$ cat config.mk
export PLATFORM = sky130hd
export DESIGN_NAME = rsps_csr
export DESIGN_NICKNAME = d
export VERILOG_FILES = /design/src/rtl/core/range_scan_to_pixel_stamps_assert.svh /design/src/rtl/core/rsps_pkg.sv /design/src/rtl/core/rsps_csr.sv
export SDC_FILE = /design/constraint.sdc
export NUM_CORES = 1
export LEC_CHECK = 0
export BUFFER_PORTS_ARGS = -buffer_cell sky130_fd_sc_hd__buf_4
export CAP_MARGIN = 20
export CORE_MARGIN = 2
export CORE_UTILIZATION = 46
export CTS_CLUSTER_SIZE = 16
export DETAILED_ROUTE_END_ITERATION = 10
export GPL_TIMING_DRIVEN = 0
export HOLD_SLACK_MARGIN = 0.1
export PLACE_DENSITY = 0.84
export SKIP_CTS_REPAIR_TIMING = 1
export SLEW_MARGIN = 40
export SYNTH_ARGS = -nofsm -noshare
export SYNTH_HDL_FRONTEND = slang
export SYNTH_SLANG_ARGS = --single-unit
$ cat constraint.sdc
create_clock -name clock -period 2.95 [get_ports clock]
set_input_delay 0.885 -clock clock [delete_from_list [all_inputs] [get_ports clock]]
set_output_delay 0.885 -clock clock [all_outputs]
set_load 0.02 [all_outputs]
$ cat src/rtl/core/range_scan_to_pixel_stamps_assert.svh
// Assertion macros shared by the range scan stamper modules.
`ifndef RANGE_SCAN_TO_PIXEL_STAMPS_ASSERT_SVH
`define RANGE_SCAN_TO_PIXEL_STAMPS_ASSERT_SVH
`ifndef SYNTH
// Same-cycle implication, checked at every rising clock edge outside reset.
`define RSPS_ASSERT_IMPL(lbl, clk, rst, ante, cons, msg) \
   lbl: assert property (@(posedge clk) disable iff (rst) (ante) |-> (cons)) \
      else $error(msg);
// Next-cycle implication, checked at every rising clock edge outside reset.
`define RSPS_ASSERT_NEXT(lbl, clk, rst, ante, cons, msg) \
   lbl: assert property (@(posedge clk) disable iff (rst) (ante) |=> (cons)) \
      else $error(msg);
`else
`define RSPS_ASSERT_IMPL(lbl, clk, rst, ante, cons, msg)
`define RSPS_ASSERT_NEXT(lbl, clk, rst, ante, cons, msg)
`endif
`endif

$ cat src/rtl/core/rsps_pkg.sv
package rsps_pkg;

   // Default geometry of the image and the stamp.
   localparam int DEF_IMAGE_SIZE   = 500;
   localparam int DEF_STAMP_RADIUS = 1;
   localparam int DEF_BEAM_COUNT   = 360;

   // Field widths of the channels.
   localparam int BEAM_W  = 9;
   localparam int RANGE_W = 16;
   localparam int PIX_W   = 9;

   // Stamp centers are carried at the width of the largest supported image.
   localparam int MAX_COORD_W = 12;
   // Pixel arithmetic in the back end, one bit above the coordinate width.
   localparam int PIX_CALC_W  = MAX_COORD_W + 1;

   // Stamp sequencing: loop indices cover 0..2*R with R at most 3.
   localparam int IDX_W       = 3;
   localparam int MAX_RESULTS = 9;
   localparam int CNT_W       = 4;

   // Queue between the front and the back end.
   localparam int QUEUE_DEPTH = 2;

   // Configuration port.
   localparam int CSR_ADDR_W = 3;
   localparam int CSR_DATA_W = 32;
   localparam logic REG_MIN_RANGE = 1'b0;
   localparam logic REG_MAX_RANGE = 1'b1;
   localparam logic [RANGE_W-1:0] MIN_RANGE_RESET = 16'd256;
   localparam logic [RANGE_W-1:0] MAX_RANGE_RESET = 16'd60952;

   typedef struct packed {
      logic [RANGE_W-1:0] min_range;
      logic [RANGE_W-1:0] max_range;
   } limits_type;

   typedef struct packed {
      logic [MAX_COORD_W-1:0] x;
      logic [MAX_COORD_W-1:0] y;
   } stamp_center_type;

   typedef enum logic [1:0] {
      ST_IDLE  = 2'b01,
      ST_STAMP = 2'b10
   } back_state_type;

   // Sine of 0..90 degrees in Q1.15, the last entry saturated.
   localparam logic signed [15:0] QUARTER_SINE [0:90] = '{
      16'sd0, 16'sd572, 16'sd1144, 16'sd1715, 16'sd2286, 16'sd2856, 16'sd3425,
      16'sd3993, 16'sd4560, 16'sd5126, 16'sd5690, 16'sd6252, 16'sd6813, 16'sd7371,
      16'sd7927, 16'sd8481, 16'sd9032, 16'sd9580, 16'sd10126, 16'sd10668,
      16'sd11207, 16'sd11743, 16'sd12275, 16'sd12803, 16'sd13328, 16'sd13848,
      16'sd14365, 16'sd14876, 16'sd15384, 16'sd15886, 16'sd16384, 16'sd16877,
      16'sd17364, 16'sd17847, 16'sd18324, 16'sd18795, 16'sd19261, 16'sd19720,
      16'sd20174, 16'sd20622, 16'sd21063, 16'sd21498, 16'sd21926, 16'sd22348,
      16'sd22763, 16'sd23170, 16'sd23571, 16'sd23965, 16'sd24351, 16'sd24730,
      16'sd25102, 16'sd25466, 16'sd25822, 16'sd26170, 16'sd26510, 16'sd26842,
      16'sd27166, 16'sd27482, 16'sd27789, 16'sd28088, 16'sd28378, 16'sd28660,
      16'sd28932, 16'sd29197, 16'sd29452, 16'sd29698, 16'sd29935, 16'sd30163,
      16'sd30382, 16'sd30592, 16'sd30792, 16'sd30983, 16'sd31164, 16'sd31336,
      16'sd31499, 16'sd31651, 16'sd31795, 16'sd31928, 16'sd32052, 16'sd32166,
      16'sd32270, 16'sd32365, 16'sd32449, 16'sd32524, 16'sd32588, 16'sd32643,
      16'sd32688, 16'sd32723, 16'sd32748, 16'sd32763, 16'sd32767
   };

   // Adds a quarter turn to an angle in degrees, wrapping at a full turn.
   function automatic logic [BEAM_W-1:0] add_quarter(input logic [BEAM_W-1:0] a);
      logic [BEAM_W:0] s;
      s = {1'b0, a} + 10'd90;
      if (s >= 10'd360) begin
         s = s - 10'd360;
      end
      return s[BEAM_W-1:0];
   endfunction

   // Sine in Q1.15 of an angle of 0..359 degrees, folded onto the quarter table.
   function automatic logic signed [15:0] sine_deg(input logic [BEAM_W-1:0] d);
      logic [BEAM_W-1:0] k;
      logic              neg;
      logic signed [15:0] s;
      neg = 1'b0;
      if (d <= 9'd90) begin
         k = d;
      end else if (d <= 9'd180) begin
         k = 9'd180 - d;
      end else if (d <= 9'd270) begin
         k = d - 9'd180;
         neg = 1'b1;
      end else begin
         k = 9'd360 - d;
         neg = 1'b1;
      end
      s = QUARTER_SINE[k[6:0]];
      return neg ? -s : s;
   endfunction

endpackage

$ cat src/rtl/core/rsps_csr.sv
module rsps_csr (
   input  logic                               clock,
   input  logic                               reset,
   input  logic                               psel,
   input  logic                               penable,
   input  logic                               pwrite,
   input  logic [rsps_pkg::CSR_ADDR_W-1:0]    paddr,
   input  logic [rsps_pkg::CSR_DATA_W-1:0]    pwdata,
   output logic [rsps_pkg::CSR_DATA_W-1:0]    prdata,
   output logic                               pready,
   output rsps_pkg::limits_type               limits
);
   import rsps_pkg::*;

   limits_type limits_ff;
   limits_type limits_in;
   logic       wr_en;

   // Registers sit on word addresses; the byte offset bits are ignored.
   assign pready = 1'b1;
   assign wr_en  = psel && penable && pwrite && pready;

   always_comb begin
      limits_in = limits_ff;
      if (wr_en) begin
         unique case (paddr[2])
            REG_MIN_RANGE: limits_in.min_range = pwdata[RANGE_W-1:0];
            REG_MAX_RANGE: limits_in.max_range = pwdata[RANGE_W-1:0];
            default:       limits_in = limits_ff;
         endcase
      end
   end

   always_ff @(posedge clock) begin
      if (reset) begin
         limits_ff.min_range <= MIN_RANGE_RESET;
         limits_ff.max_range <= MAX_RANGE_RESET;
      end else begin
         limits_ff <= limits_in;
      end
   end

   // Read data follows the address without wait states.
   always_comb begin
      unique case (paddr[2])
         REG_MIN_RANGE: prdata = CSR_DATA_W'(limits_ff.min_range);
         REG_MAX_RANGE: prdata = CSR_DATA_W'(limits_ff.max_range);
         default:       prdata = '0;
      endcase
   end

   assign limits = limits_ff;

endmodule

==> results of run 1 <==
## cell families (layout without fill, tap and decap cells)
group,count (synthesis),count (layout),synth area share
muxes,48,48,0.2972
and+or+nand+nor,60,60,0.1998
other,2,17,0.004459
DFF,32,32,0.3804
buffers and inverters,28,103,0.1181
## final cells by class
| cell class | count | area (um^2) | share of cell area |
|---|---|---|---|
| buffer | 28 | 198.9 | 0.08422 |
| clock buffer | 6 | 51.30 | 0.02172 |
| clock inverter | 2 | 10.01 | 0.004237 |
| multi-input combinational | 125 | 900.9 | 0.3814 |
| sequential | 32 | 640.6 | 0.2712 |
| tap | 46 | 57.56 | 0.02436 |
| timing repair buffer | 67 | 503.0 | 0.2129 |
## power breakdown
part	switching [mW]	internal, mW	total (mW)	leakage, nW
sequential	0.00757	0.441	0.449	0.259
combinational	0.0962	0.0931	0.189	0.813
clock	0.151	0.113	0.264	0.0380
## per-layer routing
metal,vias up,part of all wire,wire length (um),track usage
li1,702,-,-,-
met1,661,0.45,1756,0.2392
met2,46,0.48,1896,0.3216
met3,5,0.055,215,0.04514
met4,0,0.011,42,0.05585
met5,-,0,0,0
## path summary, 6_finish.rpt
path                            startpoint    endpoint  slack (ns)  cells after the start
worst max-delay path              paddr[2]  prdata[12]        0.24                      4
worst min-delay path            limits[26]  limits[26]        0.49                      2
worst max register to register   limits[3]   limits[3]        2.29                      2
worst min register to register  limits[26]  limits[26]        0.49                      2
## layout by cell type (no fill, tap or decap), drive strengths merged
cell type / count
and4: 1
and4b: 1
buf: 90
clkbuf: 11
clkinv: 2
conb: 17
dfxtp: 32
mux2: 16
mux2i: 32
nand2b: 39
nand4: 1
nor2: 18
## metrics by stage
| step | power (mW) | setup slack, ns | utilization |
|---|---|---|---|
| finish | 0.9023 | 0.2387 | 0.6916 |
| global route | 0.9432 | 0.1810 | 0.6916 |
| CTS | 0.9058 | 0.2281 | 0.6916 |
| detailed placement | 0.6480 | 0.2307 | 0.6736 |
| global placement | 0.6456 | 0.2332 | 0.6736 |
| floorplan | 0.5808 | 0.4627 | - |
## critical path, stage by stage
cell	delay, ns
buf_6	0.13
buf_2	0.28
mux2_2	0.37
buf_4	0.16
==> key figures, run 1 <==
Logic synthesis
  – Top cell type's share of synthesized area: 0.3804
  – Mapped Cells: 170
  – Top_reg_cell synth: dfxtp_1
  – Asr flop ratio synth: 0
  – Cell accounting for the most synthesized area: dfxtp_1
  – Post-synth EDFFs: 0
  – #FFs+latches synth: 32
  – Ys Warns: 0
  – Cell area after synthesis: 1684 um^2
  – Synth top area cells: dfxtp_1 38%, mux2i_1 19%, nand2b_1 14%
  – Top cells by count, synth: 39 x nand2b_1, 32 x dfxtp_1, 32 x mux2i_1
  – Mapped Avg Cell Area: 9.907 um^2
  – Yosys cell types: 14
  – Count leader, synth: nand2b_1
  – Register area share after synthesis: 0.3804

Placement
  – Port bufs: 67
  – DPL Wire Length: 2.862 mm
  – Placed cells: 298
  – Gpl congestion: 0.7313
  – Placed Area: 2301 um^2

STA
  – Skew final: 0 ns
  – WHS: 0.4909 ns
  – Setup_tns: 0 ns
  – Period minus WS final: 2.711 ns
  – Pins Over Slew Limit: 0
  – Crit share post-route: 0.9191
  – RSZ-0062 raised after global routing: false
  – Hold Fails Final Rpt: 0
  – Final setup violation count: 0
  – Fmax: 368.8 MHz

Power and ir drop
  – Leakage: 1.111 nW
  – Power Dens Cells: 382.0 nW/um^2
  – Worst vdd ir: 244.4 uV

Floorplan
  – Die footprint: 4161 um^2
  – Die Span Y: 64.51 um
  – I/O pin cnt: 105
  – Core footprint: 3416 um^2
  – Die width: 64.51 um
  – Std-Cell Rows: 21
  – Initial Utilization: 0.4930

Global route
  – GRT Util Overall: 0.1897
  – Vias in the first global route: 1286
  – Largest net degree at the start of global routing: 11
  – Grt ovf: 0
  – Initial antenna violation count: 0
  – First-pass GRT wire length: 6.078 mm

Route
  – DRT antenna net count: 0
  – Final wirelength: 3.911 mm
  – DR DRC count: 0
  – DR iter-0 viols: 37
  – Avg WL per Cell: 12.78 um
  – Total number of vias: 1414
  – Drt first pass iters: 4
  – Via density: 4.621

Clocking
  – Root Driver: clkbuf_4
  – TritonCTS buffer count: 5
  – Clk slew on worst S/H paths: 0.09 ns
  – CTS max path bufs: 2
  – CTS tree: done
  – H-tree depth: 2
  – Latest clock arrival within the worst-skew pair: 0.33 ns
  – Clock sink total: 32

Job
  – MaxCap Viol Count: 0

Critical path
  – Setup crit start kind: input pin
  – Crit. End Element: primary output
  – CP max FO: 10
  – Worst EP arrival: 1.83 ns
  – Crit path required time: 2.07 ns
  – Critical path class: in -> out

Hold path
  – Hold crit path type: reg -> reg

Layout
  – Nets: 299
  – Layout area overhead: 40.27%
  – Max FFs per register: 32
  – Fin area: 2362 um^2
  – Fill cells: 288
  – Ant diodes: 0
  – Share of layout cells above drive strength 1: 0.4385
  – Non-filler cells, final: 306

Status
  – Status: complete, no violations
No activity file was read; power rests on OpenSTA's default activity.
==> run 2, diff against run 1 <==
- SETUP_SLACK_MARGIN: unset -> 0.3
==> key figures, run 2 (synthesis gave the netlist of run 1 again) <==
Layout
  – Nets: 299
  – Ant diodes: 0
  – Share of layout cells above drive strength 1: 0.4385
  – Most common cell after layout, fill and taps aside: buf_4
  – Commonest non-fill, non-tap cells in the layout: 84 x buf_4, 39 x nand2b_1, 32 x mux2i_1, 32 x dfxtp_1, 18 x nor2_1
  – Max FFs per register: 32
  – Layout area overhead: 40.64%

Route
  – Avg WL per Cell: 12.75 um
  – DR WL met2: 1.881 mm
  – Drt first pass iters: 4
  – DRT antenna net count: 0
  – Total number of vias: 1408
  – Via density: 4.601
  – Metal3 WL: 211 um
  – DR iter-0 viols: 42
  – DR DRC count: 0
  – Metal-1 WL: 1.764 mm
  – Final wirelength: 3.901 mm
  – Highest routing layer actually used: met4

Critical path
  – Worst EP arrival: 1.69 ns
  – Reg2Reg Depth: 2
  – Critical path class: in -> out
  – Crit. End Element: primary output
  – Setup crit start kind: input pin
  – Crit path required time: 2.07 ns
  – CP max FO: 10

Floorplan
  – Die footprint: 4161 um^2
  – Core footprint: 3416 um^2
  – Std-Cell Rows: 21
  – Die width: 64.51 um
  – Die Span Y: 64.51 um
  – I/O pin cnt: 105
  – Initial Utilization: 0.4930

Power and ir drop
  – Leakage: 1.113 nW
  – Worst vdd ir: 243.2 uV
  – Power Dens Cells: 381.7 nW/um^2

Placement
  – Gpl congestion: 0.7313
  – DPL Wire Length: 2.862 mm
  – Port bufs: 67

STA
  – Skew final: 0 ns
  – Period minus WS final: 2.573 ns
  – RSZ-0062 raised after global routing: false
  – Setup_tns: 0 ns
  – WHS: 0.4909 ns
  – Fmax: 388.6 MHz
  – Hold Fails Final Rpt: 0
  – Final setup violation count: 0
  – Pins Over Slew Limit: 0
  – Crit share post-route: 0.8723

Hold path
  – Hold crit path type: reg -> reg
  – Hold path depth: 2

Global route
  – Largest net degree at the start of global routing: 11
  – GRT Util Overall: 0.1897
  – Initial antenna violation count: 0
  – First-pass GRT wire length: 6.078 mm
  – Vias in the first global route: 1286
  – Grt ovf: 0

Clocking
  – Root Driver: clkbuf_4
  – CTS max path bufs: 2
  – TritonCTS buffer count: 5
  – CTS tree: done
  – H-tree depth: 2
  – Clock sink total: 32
  – Clk slew on worst S/H paths: 0.09 ns
  – Latest clock arrival within the worst-skew pair: 0.33 ns

Job
  – MaxCap Viol Count: 0

Status
  – Status: complete, no violations
[run 2: routing by layer]
metal / vias up / global-route usage
met5: - / 0
met4: 0 / 0.05585
met3: 5 / 0.04514
met2: 44 / 0.3216
met1: 657 / 0.2392
li1: 702 / -
[run 2: final timing paths]
check,from,to,slack [ns]
setup / recovery,paddr[2],prdata[12],0.38
hold / removal,limits[26],limits[26],0.49
setup reg to reg,limits[29],limits[29],2.29
hold reg to reg,limits[26],limits[26],0.49
[run 2: report_power, final]
group	leakage, nW	total [mW]	internal [mW]	switching, mW
clock network	0.0380	0.265	0.113	0.151
registers	0.259	0.449	0.441	0.00760
logic	0.815	0.190	0.0940	0.0963
total	1.11	0.904	0.649	0.255
[run 2: critical path, stage by stage]
cell,delay [ns]
buf_6,0.13
buf_6,0.17
mux2_2,0.34
buf_4,0.16
[run 2: through the flow]
| stage | instances | util | setup WS, ns | cell area, um^2 | power (mW) |
|---|---|---|---|---|---|
| 6_report | 306 | 0.6934 | 0.3768 | 2369 | 0.9040 |
| 5_1_grt | 306 | 0.6934 | 0.3328 | 2369 | 0.9443 |
| 3_5_place_dp | 298 | 0.6736 | 0.2307 | 2301 | 0.6480 |
| 3_3_place_gp | 298 | 0.6736 | 0.2332 | 2301 | 0.6456 |
| 4_1_cts | 306 | 0.6916 | 0.2281 | 2362 | 0.9058 |
| 2_1_floorplan | 185 | - | 0.4627 | 1740 | 0.5808 |
[run 2: layout make-up]
cell class / count / area [um^2]
fill: 287 / 1047
clock inverter: 2 / 10.01
clock buffer: 6 / 51.30
timing repair buffer: 67 / 503.0
multi-input combinational: 125 / 900.9
tap: 46 / 57.56
buffer: 28 / 205.2
sequential: 32 / 640.6
