## src/rtl/core/range_scan_to_pixel_stamps_assert.svh

```systemverilog
// Assertion macros shared by the range scan stamper modules.
`ifndef RANGE_SCAN_TO_PIXEL_STAMPS_ASSERT_SVH
`define RANGE_SCAN_TO_PIXEL_STAMPS_ASSERT_SVH
`ifndef SYNTH
// Same-cycle implication, checked at every rising clock edge outside reset.
`define RSPS_ASSERT_IMPL(lbl, clk, rst, ante, cons, msg) \
   lbl: assert property (@(posedge clk) disable iff (rst) (ante) |-> (cons)) \
      else $error(msg);
// Next-cycle implication, checked at every rising clock edge outside reset.
`define RSPS_ASSERT_NEXT(lbl, clk, rst, ante, cons, msg) \
   lbl: assert property (@(posedge clk) disable iff (rst) (ante) |=> (cons)) \
      else $error(msg);
`else
`define RSPS_ASSERT_IMPL(lbl, clk, rst, ante, cons, msg)
`define RSPS_ASSERT_NEXT(lbl, clk, rst, ante, cons, msg)
`endif
`endif

```

## src/rtl/core/rsps_pkg.sv

```systemverilog
package rsps_pkg;

   // Default geometry of the image and the stamp.
   localparam int DEF_IMAGE_SIZE   = 500;
   localparam int DEF_STAMP_RADIUS = 1;
   localparam int DEF_BEAM_COUNT   = 360;

   // Field widths of the channels.
   localparam int BEAM_W  = 9;
   localparam int RANGE_W = 16;
   localparam int PIX_W   = 9;

   // Stamp centers are carried at the width of the largest supported image.
   localparam int MAX_COORD_W = 12;
   // Pixel arithmetic in the back end, one bit above the coordinate width.
   localparam int PIX_CALC_W  = MAX_COORD_W + 1;

   // Stamp sequencing: loop indices cover 0..2*R with R at most 3.
   localparam int IDX_W       = 3;
   localparam int MAX_RESULTS = 9;
   localparam int CNT_W       = 4;

   // Queue between the front and the back end.
   localparam int QUEUE_DEPTH = 2;

   // Configuration port.
   localparam int CSR_ADDR_W = 3;
   localparam int CSR_DATA_W = 32;
   localparam logic REG_MIN_RANGE = 1'b0;
   localparam logic REG_MAX_RANGE = 1'b1;
   localparam logic [RANGE_W-1:0] MIN_RANGE_RESET = 16'd256;
   localparam logic [RANGE_W-1:0] MAX_RANGE_RESET = 16'd60952;

   typedef struct packed {
      logic [RANGE_W-1:0] min_range;
      logic [RANGE_W-1:0] max_range;
   } limits_type;

   typedef struct packed {
      logic [MAX_COORD_W-1:0] x;
      logic [MAX_COORD_W-1:0] y;
   } stamp_center_type;

   typedef enum logic [1:0] {
      ST_IDLE  = 2'b01,
      ST_STAMP = 2'b10
   } back_state_type;

   // Sine of 0..90 degrees in Q1.15, the last entry saturated.
   localparam logic signed [15:0] QUARTER_SINE [0:90] = '{
      16'sd0, 16'sd572, 16'sd1144, 16'sd1715, 16'sd2286, 16'sd2856, 16'sd3425,
      16'sd3993, 16'sd4560, 16'sd5126, 16'sd5690, 16'sd6252, 16'sd6813, 16'sd7371,
      16'sd7927, 16'sd8481, 16'sd9032, 16'sd9580, 16'sd10126, 16'sd10668,
      16'sd11207, 16'sd11743, 16'sd12275, 16'sd12803, 16'sd13328, 16'sd13848,
      16'sd14365, 16'sd14876, 16'sd15384, 16'sd15886, 16'sd16384, 16'sd16877,
      16'sd17364, 16'sd17847, 16'sd18324, 16'sd18795, 16'sd19261, 16'sd19720,
      16'sd20174, 16'sd20622, 16'sd21063, 16'sd21498, 16'sd21926, 16'sd22348,
      16'sd22763, 16'sd23170, 16'sd23571, 16'sd23965, 16'sd24351, 16'sd24730,
      16'sd25102, 16'sd25466, 16'sd25822, 16'sd26170, 16'sd26510, 16'sd26842,
      16'sd27166, 16'sd27482, 16'sd27789, 16'sd28088, 16'sd28378, 16'sd28660,
      16'sd28932, 16'sd29197, 16'sd29452, 16'sd29698, 16'sd29935, 16'sd30163,
      16'sd30382, 16'sd30592, 16'sd30792, 16'sd30983, 16'sd31164, 16'sd31336,
      16'sd31499, 16'sd31651, 16'sd31795, 16'sd31928, 16'sd32052, 16'sd32166,
      16'sd32270, 16'sd32365, 16'sd32449, 16'sd32524, 16'sd32588, 16'sd32643,
      16'sd32688, 16'sd32723, 16'sd32748, 16'sd32763, 16'sd32767
   };

   // Adds a quarter turn to an angle in degrees, wrapping at a full turn.
   function automatic logic [BEAM_W-1:0] add_quarter(input logic [BEAM_W-1:0] a);
      logic [BEAM_W:0] s;
      s = {1'b0, a} + 10'd90;
      if (s >= 10'd360) begin
         s = s - 10'd360;
      end
      return s[BEAM_W-1:0];
   endfunction

   // Sine in Q1.15 of an angle of 0..359 degrees, folded onto the quarter table.
   function automatic logic signed [15:0] sine_deg(input logic [BEAM_W-1:0] d);
      logic [BEAM_W-1:0] k;
      logic              neg;
      logic signed [15:0] s;
      neg = 1'b0;
      if (d <= 9'd90) begin
         k = d;
      end else if (d <= 9'd180) begin
         k = 9'd180 - d;
      end else if (d <= 9'd270) begin
         k = d - 9'd180;
         neg = 1'b1;
      end else begin
         k = 9'd360 - d;
         neg = 1'b1;
      end
      s = QUARTER_SINE[k[6:0]];
      return neg ? -s : s;
   endfunction

endpackage

```

## src/rtl/core/rsps_queue.sv

```systemverilog
`include "range_scan_to_pixel_stamps_assert.svh"
module rsps_queue (
   input  logic                           clock,
   input  logic                           reset,
   input  logic                           push_valid,
   input  rsps_pkg::stamp_center_type     push_data,
   output logic                           full,
   output logic                           pop_valid,
   output rsps_pkg::stamp_center_type     pop_data,
   input  logic                           pop
);
   import rsps_pkg::*;

   localparam int PW = $clog2(QUEUE_DEPTH);
   localparam int NW = $clog2(QUEUE_DEPTH + 1);

   stamp_center_type entry_ff [QUEUE_DEPTH];
   logic [PW-1:0] wr_ptr_ff, wr_ptr_in;
   logic [PW-1:0] rd_ptr_ff, rd_ptr_in;
   logic [NW-1:0] count_ff, count_in;
   logic          do_push, do_pop;

   assign full      = (count_ff == NW'(QUEUE_DEPTH));
   assign pop_valid = (count_ff != '0);
   assign pop_data  = entry_ff[rd_ptr_ff];
   assign do_push   = push_valid && !full;
   assign do_pop    = pop && pop_valid;

   // Pointer and fill count bookkeeping.
   always_comb begin
      wr_ptr_in = wr_ptr_ff;
      rd_ptr_in = rd_ptr_ff;
      count_in  = count_ff;
      if (do_push) begin
         wr_ptr_in = (wr_ptr_ff == PW'(QUEUE_DEPTH - 1)) ? '0 : wr_ptr_ff + 1'b1;
      end
      if (do_pop) begin
         rd_ptr_in = (rd_ptr_ff == PW'(QUEUE_DEPTH - 1)) ? '0 : rd_ptr_ff + 1'b1;
      end
      if (do_push && !do_pop) begin
         count_in = count_ff + 1'b1;
      end else if (do_pop && !do_push) begin
         count_in = count_ff - 1'b1;
      end
   end

   always_ff @(posedge clock) begin
      if (reset) begin
         wr_ptr_ff <= '0;
         rd_ptr_ff <= '0;
         count_ff  <= '0;
      end else begin
         wr_ptr_ff <= wr_ptr_in;
         rd_ptr_ff <= rd_ptr_in;
         count_ff  <= count_in;
      end
   end

   always_ff @(posedge clock) begin
      if (do_push) begin
         entry_ff[wr_ptr_ff] <= push_data;
      end
   end

   // The front end must hold its stamp while the queue is full.
   `RSPS_ASSERT_IMPL(a_push_not_full, clock, reset, push_valid, !full, "push into full queue")
   `RSPS_ASSERT_IMPL(a_count_bound, clock, reset, 1'b1, count_ff <= NW'(QUEUE_DEPTH), "count overrun")

endmodule

```

## config.mk

```make
export PLATFORM = sky130hd
export DESIGN_NAME = rsps_queue
export DESIGN_NICKNAME = d
export VERILOG_FILES = /design/src/rtl/core/rsps_pkg.sv /design/src/rtl/core/rsps_queue.sv
export VERILOG_INCLUDE_DIRS = /design/src /design/src/rtl/core
export SDC_FILE = /design/constraint.sdc
export NUM_CORES = 1
export LEC_CHECK = 0
export BUFFER_PORTS_ARGS = -buffer_cell sky130_fd_sc_hd__buf_2
export CAP_MARGIN = 40
export CORE_ASPECT_RATIO = 0.7
export CORE_UTILIZATION = 51
export CTS_CLUSTER_SIZE = 8
export DETAILED_ROUTE_END_ITERATION = 16
export GPL_ROUTABILITY_DRIVEN = 1
export GPL_TIMING_DRIVEN = 0
export PLACE_DENSITY = 0.78
export SLEW_MARGIN = 20
export SYNTH_ARGS = -nofsm -noshare
export SYNTH_HDL_FRONTEND = slang
export SYNTH_SLANG_ARGS = --single-unit
```

## constraint.sdc

```tcl
create_clock -name clock -period 2.2 [get_ports clock]
set_input_delay 0.22 -clock clock [delete_from_list [all_inputs] [get_ports clock]]
set_output_delay 0.22 -clock clock [all_outputs]
set_load 0.03 [all_outputs]
```

==> results_dict.tcl, run 1 <==
set metrics [dict create \
    synth_top_family_by_area "multiplexers" \
    setup_tns_ns 0 \
    status "finished clean" \
    power.leakage_nw 0.9240 \
    critPathRequiredTime_ns 1.98 \
    setup_viol 0 \
    max_slew_margin_pct 62.73 \
    ys_seq_elements 53 \
    place_area_mm2 0.002305 \
    skew_ns 0.005853 \
    p_int_mw 1.890 \
    worstPathArrival_ns 1.59 \
    grt_pass1_wl_um 4326 \
    cts_setup_buffers 0 \
    tightestPinTransition_ns 0.5590 \
    vias 998 \
    synthXorXnorAreaFrac_pct 1.350 \
    hold_end "entry_ff[1][16]$_DFFE_PP_" \
    firstDrtPassIters 4 \
    netSwitchingPower_uw 948.0 \
    critical_path_class "flop to output port" \
    ys_warn_count 0 \
    synthCells 100 \
    synth_compound_area_share_pct 1.285 \
    totalWireLength_um 2883 \
    clock.fmax_mhz 552.2 \
    final_common_cell "buf_2" \
    synth_area_leaders "edfxtp_1, mux2_2, dfxtp_1" \
    vdd_ir_drop_max_mv 0.7091 \
    synthMuxAreaShare_pct 13.88 \
    start_util_pct 54.37 \
    hold_start "push_data[16]" \
    combPwrFrac_pct 34.8 \
    r2r-start "count_ff[0]$_SDFFE_PP0P_" \
    cap_violations 0 \
    portBuffers 53 \
    crit_fanout 10 \
    yosysTopAreaCell "edfxtp_1" \
    maxSlewViolCount 0 \
    drive_above_1_share_pct 55.83 \
    ioPinCount 54 \
    track_usage_pct 15.75 \
    met1_usage_pct 16.79 \
    die_y_um 53.70 \
    syn2layout_area_growth_pct 23.20 \
    yosysTopAreaCellShare_pct 74.04 \
    cts-root-buf "clkbuf_8" \
    yosysSeqAreaShare_pct 79.18 \
    antenna_found_initial 0 \
    nets 191 \
    core_mm2 0.003581 \
    hold_path_depth 1 \
    power_density_mw_per_mm2 1183 \
    period_needed_ns 1.811 \
    synthesis.nets 129 \
    busiest_layer "met2" \
    rows 18 \
    cp-start-kind "flop" \
    synth-simple-area-share_pct 2.506 \
    dr.first_iter.drc_count 36 \
    grt_max_degree 17 \
    layout_common_cells "buf_2, edfxtp_1, mux2_2, clkbuf_8, dfxtp_1" \
    wl_per_cell_um 13.54 \
    clkPwrFrac_pct 18.8 \
    dieArea_mm2 0.004073 \
    htreeDepth 2 \
    post_cts_resize_count 0 \
    r2r_end "entry_ff[0][23]$_DFFE_PP_" \
    cts_hold_buffers 0 \
    rrSetupSlack_ns 0.49 \
    reg2reg_depth 4 \
    ant_nets 0 \
    use_met2_pct 28.17 \
    clkTransAtPathRegs_ns 0.08 \
    synth_area_per_cell_um2 19.47 \
    endpoint_kind "output port" \
    die_width_um 75.85 \
    clk_latency_ns 0.29 \
    first_global_vias 967 \
    cts_buffer_depth 2 \
    postLayoutCellArea_mm2 0.002399 \
    dp_hpwl_um 2071 \
    period_share_pct 82.32 \
    synth_fa_ha_area_share_pct 0.6427 \
    numCtsBuffers 5 \
    finalHoldViolations 0 \
    cts_sinks 53 \
    vias_per_cell 4.685 \
    drc 0 \
    swShare_pct 33.41 \
    diodes 0 \
    post_synth_num_cell_types 14 \
    cts_tree "built" \
    power_frac_seq_pct 46.4 \
    grt_use_met3_pct 6.742 \
    synthesis.area_mm2 0.001947 \
    rsz0062_at_grt "false" \
    hp-class "primary input to flop" \
    gp_congestion 0.5950 \
    overflow 0 \
]
==> flip-flops by register name, indices dropped and copies added, names as in the netlist, named ones only <==
name	flops
count_ff	2
entry_ff	48
wr_ptr_ff	1
rd_ptr_ff	1
==> area by class of cell <==
cell class	count	area [um2]
multi-input combinational	42	382.9
buffer	3	15.01
clock inverter	1	7.507
fill	259	1182
tap	50	62.56
timing repair buffer	55	295.3
clock buffer	7	86.33
inverter	2	7.507
sequential	53	1541
==> through the flow <==
step	instances	power, mW	setup slack (ns)	utilization (%)	hold slack, ns
3_5_place_dp	205	2.336	0.4649	64.36	0.4126
3_3_place_gp	203	2.287	0.3251	63.52	0.4071
5_1_grt	213	2.994	0.2828	66.98	0.09112
2_1_floorplan	100	2.065	0.4662	-	0.2891
4_1_cts	213	2.870	0.3601	66.98	0.09874
6_report	213	2.838	0.3890	66.98	0.1114
==> cell families (layout without fill, tap and decap cells) <==
logic type	count (synthesis)	in the layout
xor+xnor	3	3
mux	24	24
flops	53	53
fa+ha+maj	1	1
buf+inv	5	68
compound gates	5	5
simple gates	9	9
==> worst max-delay path by stage <==
stage / startpoint / to / slack [ns] / depth (start not counted)
after floorplan: count_ff[1]$_SDFFE_PP0P_ / entry_ff[0][0]$_DFFE_PP_ / 0.47 / 3
after global placement: count_ff[0]$_SDFFE_PP0P_ / entry_ff[0][3]$_DFFE_PP_ / 0.33 / 3
after detailed placement: count_ff[0]$_SDFFE_PP0P_ / entry_ff[0][3]$_DFFE_PP_ / 0.46 / 4
after CTS: flop / pop_data[20] / 0.36 / 4
after global routing: flop / pop_data[20] / 0.28 / 4
final: flop / pop_data[20] / 0.39 / 4
==> Yosys cell counts (all sizes together) <==
| cell | n |
|---|---|
| nor2b | 1 |
| nor2 | 4 |
| xor2 | 3 |
| a21oi | 2 |
| or2 | 1 |
| buf | 3 |
| dfxtp | 5 |
| ha | 1 |
| inv | 2 |
| o21ai | 3 |
| or3 | 2 |
| and2 | 1 |
| edfxtp | 48 |
| mux2 | 24 |
==> power groups by stage <==
stage                     Sequential [mW]  Clock, mW  Combinational, mW
after floorplan                      1.33          0              0.738
after global placement               1.33          0              0.954
after detailed placement             1.34          0              0.995
after CTS                            1.32      0.551               1.00
after global routing                 1.33      0.590               1.07
final                                1.32      0.533              0.988
==> per-layer routing <==
metal  wire length [um]  vias up
met2               1496       33
met5                  0        -
li1                   -      502
met1               1203      463
met4                  0        0
met3                184        0
==> worst max-delay path: stages, from the launching register on <==
cell and delay (ns):
dfxtp_1 0.31, buf_2 0.16, buf_2 0.27, mux2_2 0.38
buf_2 0.18
Power figures use the tool's default switching activity.
==> run 2, diff against run 1 <==
Settings changed: ABC_AREA set to 1, CORE_UTILIZATION 51 to 46, PLACE_DENSITY 0.78 to 0.74.
Clock period 2.2 ns to 1.59 ns, I/O delays scaled along.
==> results_dict.tcl, run 2 <==
set metrics [dict create \
    status "finished clean" \
    dr.first_iter.drc_count 14 \
    nets 202 \
    p_int_mw 2.665 \
    setup_viol 0 \
    synthMuxAreaShare_pct 16.59 \
    vias_per_cell 4.825 \
    crit_fanout 10 \
    largest_reg_flops 48 \
    synth-simple-area-share_pct 3.486 \
    die_y_um 58.29 \
    hp-class "primary input to flop" \
    tightestPinTransition_ns 0.7183 \
    dp_hpwl_um 2291 \
    ys_warn_count 0 \
    grt_max_degree 25 \
    yosysTopAreaCellShare_pct 69.23 \
    ioPinCount 54 \
    reg_top3 "entry_ff (48), count_ff (2)" \
    synth_area_per_cell_um2 18.59 \
    drc 0 \
    power.leakage_nw 1.023 \
    start_util_pct 48.09 \
    cap_violations 0 \
    gp_congestion 0.6903 \
    synth_top_family_by_area "multiplexers" \
    r2r-start "count_ff[1]$_SDFFE_PP0P_" \
    reg2reg_depth 9 \
    numCtsBuffers 5 \
    drive_above_1_share_pct 53.18 \
    vdd_ir_drop_max_mv 0.7739 \
    place_area_mm2 0.002431 \
    cp-start-kind "flop" \
    synth_fa_ha_area_share_pct 0.6010 \
    combPwrFrac_pct 37.4 \
    cts_hold_buffers 0 \
    period_share_pct 97.62 \
    vias 1100 \
    finalHoldViolations 0 \
    cpPeakStageDelay_ns 0.33 \
    setup_tns_ns 0 \
    synthesis.area_mm2 0.002082 \
    netSwitchingPower_mw 1.339 \
    power_density_mw_per_mm2 1574 \
    ys.flop_type "edfxtp_1" \
    cts_setup_buffers 0 \
    yosys-top-cells-count "edfxtp_1, mux2_4, inv_1, nor2_1, nand2_1" \
    crit_end "pop_data[19]" \
    clkTransAtPathRegs_ns 0.08 \
    swShare_pct 33.45 \
    top_register "entry_ff" \
    synthCells 112 \
    totalWireLength_um 3202 \
    core_mm2 0.004329 \
    final_common_cell "buf_2" \
    cts_buffer_depth 2 \
    ys_seq_elements 53 \
    die_width_um 82.41 \
    fill_cells 347 \
    synthXorXnorAreaFrac_pct 0 \
    rsz0062_at_grt "true" \
    cts_sinks 53 \
    dieArea_mm2 0.004803 \
    period_needed_ns 1.552 \
    cts-root-buf "clkbuf_8" \
    postLayoutCellArea_mm2 0.002544 \
    r2r_end "count_ff[1]$_SDFFE_PP0P_" \
    hold_path_depth 1 \
    first_global_vias 1149 \
    critical_path_class "flop to output port" \
    grt_pass1_wl_um 4871 \
    rows 20 \
    firstDrtPassIters 3 \
    synth_area_leaders "edfxtp_1, mux2_4, dfxtp_1" \
    critPathRequiredTime_ns 1.43 \
    crit_slowest_cell "dfxtp_1" \
    synth-edff-count 48 \
    antenna_found_initial 0 \
    synthesis.nets 141 \
    max_slew_margin_pct 52.00 \
    clkPwrFrac_pct 16.6 \
    cts_tree "built" \
    synth_compound_area_share_pct 1.382 \
    diodes 0 \
    skew_ns 0.007542 \
    layout_common_cells "buf_2, edfxtp_1, mux2_4, nand2_1" \
    async_flop_share_pct 0 \
    maxSlewViolCount 0 \
    power_frac_seq_pct 46.1 \
    clock.fmax_mhz 644.2 \
    overflow 0 \
    yosysTopAreaCell "edfxtp_1" \
    rrSetupSlack_ns 0.08 \
    post_synth_num_cell_types 15 \
    track_usage_pct 14.57 \
    worstPathArrival_ns 1.39 \
    htreeDepth 2 \
    portBuffers 53 \
    wl_per_cell_um 14.04 \
    syn2layout_area_growth_pct 22.18 \
    ant_nets 0 \
    synth_most_common_cell "edfxtp_1" \
    clk_latency_ns 0.29 \
    endpoint_kind "output port" \
    yosysSeqAreaShare_pct 74.04 \
    cp_cell_sequence "buf_6 > buf_12 > mux2_4 > buf_2" \
]
run 2: changes by cell type after synthesis, sizes merged, moves of 2 or more:
cell,change
inv,+6
nand3,+2
xor2,-3
or3,-2
nor2,+4
nand2,+7
run 2: worst max-delay path, delay by kind of cell (launching register included):
kind,cells,cell delay [ns]
multiplexers,1,0.31
flip-flops,1,0.33
buffers and inverters,3,0.48
run 2: layout make-up:
class | instances | area [um2] | share of cell area [%]
Buffer | 3 | 51.30 | 2.017
Clock buffer | 6 | 72.57 | 2.853
Inverter | 8 | 30.03 | 1.181
Sequential cell | 53 | 1543 | 60.65
Clock inverter | 1 | 3.754 | 0.1476
Timing Repair Buffer | 54 | 292.8 | 11.51
Multi-Input combinational cell | 48 | 481.7 | 18.94
Tap cell | 55 | 68.82 | 2.705
run 2: logic make-up (layout without fill, tap and decap cells):
group,after synthesis,after routing
buffers and inverters,11,72
and+or+nand+nor,18,18
adders and majority gates,1,1
muxes,24,24
AOI/OAI and AO/OA,5,5
DFF,53,53
run 2: timing repair:
action / CTS / global route
pin swaps: 0 / 1
endpoints found under the hold margin: 0 / 0
resized for setup: 1 / 4
gates cloned: 0 / 1
setup endpoints to repair: 1 / 51
run 2: worst min path at each step:
stage / start / end
after floorplan: push_data[0] / entry_ff[0][0]$_DFFE_PP_
after global placement: push_data[12] / entry_ff[1][12]$_DFFE_PP_
after detailed placement: push_data[19] / entry_ff[1][19]$_DFFE_PP_
after CTS: push_data[0] / entry_ff[0][0]$_DFFE_PP_
after global routing: push_data[16] / entry_ff[1][16]$_DFFE_PP_
final: push_data[0] / entry_ff[1][0]$_DFFE_PP_
run 2: metrics by stage:
stage          hold slack [ns]  util, %  setup slack (ns)  power [mW]  std cells
6_report               0.05564    58.76           0.03778       4.004        228
5_1_grt                0.03753    58.76          -0.01828       4.204        228
4_1_cts                0.04526    58.09           0.03003       4.007        227
3_5_place_dp            0.3528    56.16         0.0001000       3.335        220
3_3_place_gp            0.3456    55.81           -0.8338       3.255        220
2_1_floorplan           0.2579        -           -0.3147       2.966        112
run 2: power groups by stage:
stage                     registers (mW)  logic [mW]  clock network (mW)
after floorplan                     1.85        1.12                   0
after global placement              1.86        1.40                   0
after detailed placement            1.87        1.47                   0
after CTS                           1.84        1.48               0.690
after global routing                1.86        1.60               0.738
final                               1.84        1.50               0.663
run 2: layer usage:
layer	GRT usage [%]	routed length, um
met2	26.56	1729
met5	0	0
met4	5.764	31
met1	14.90	1214
met3	5.669	227
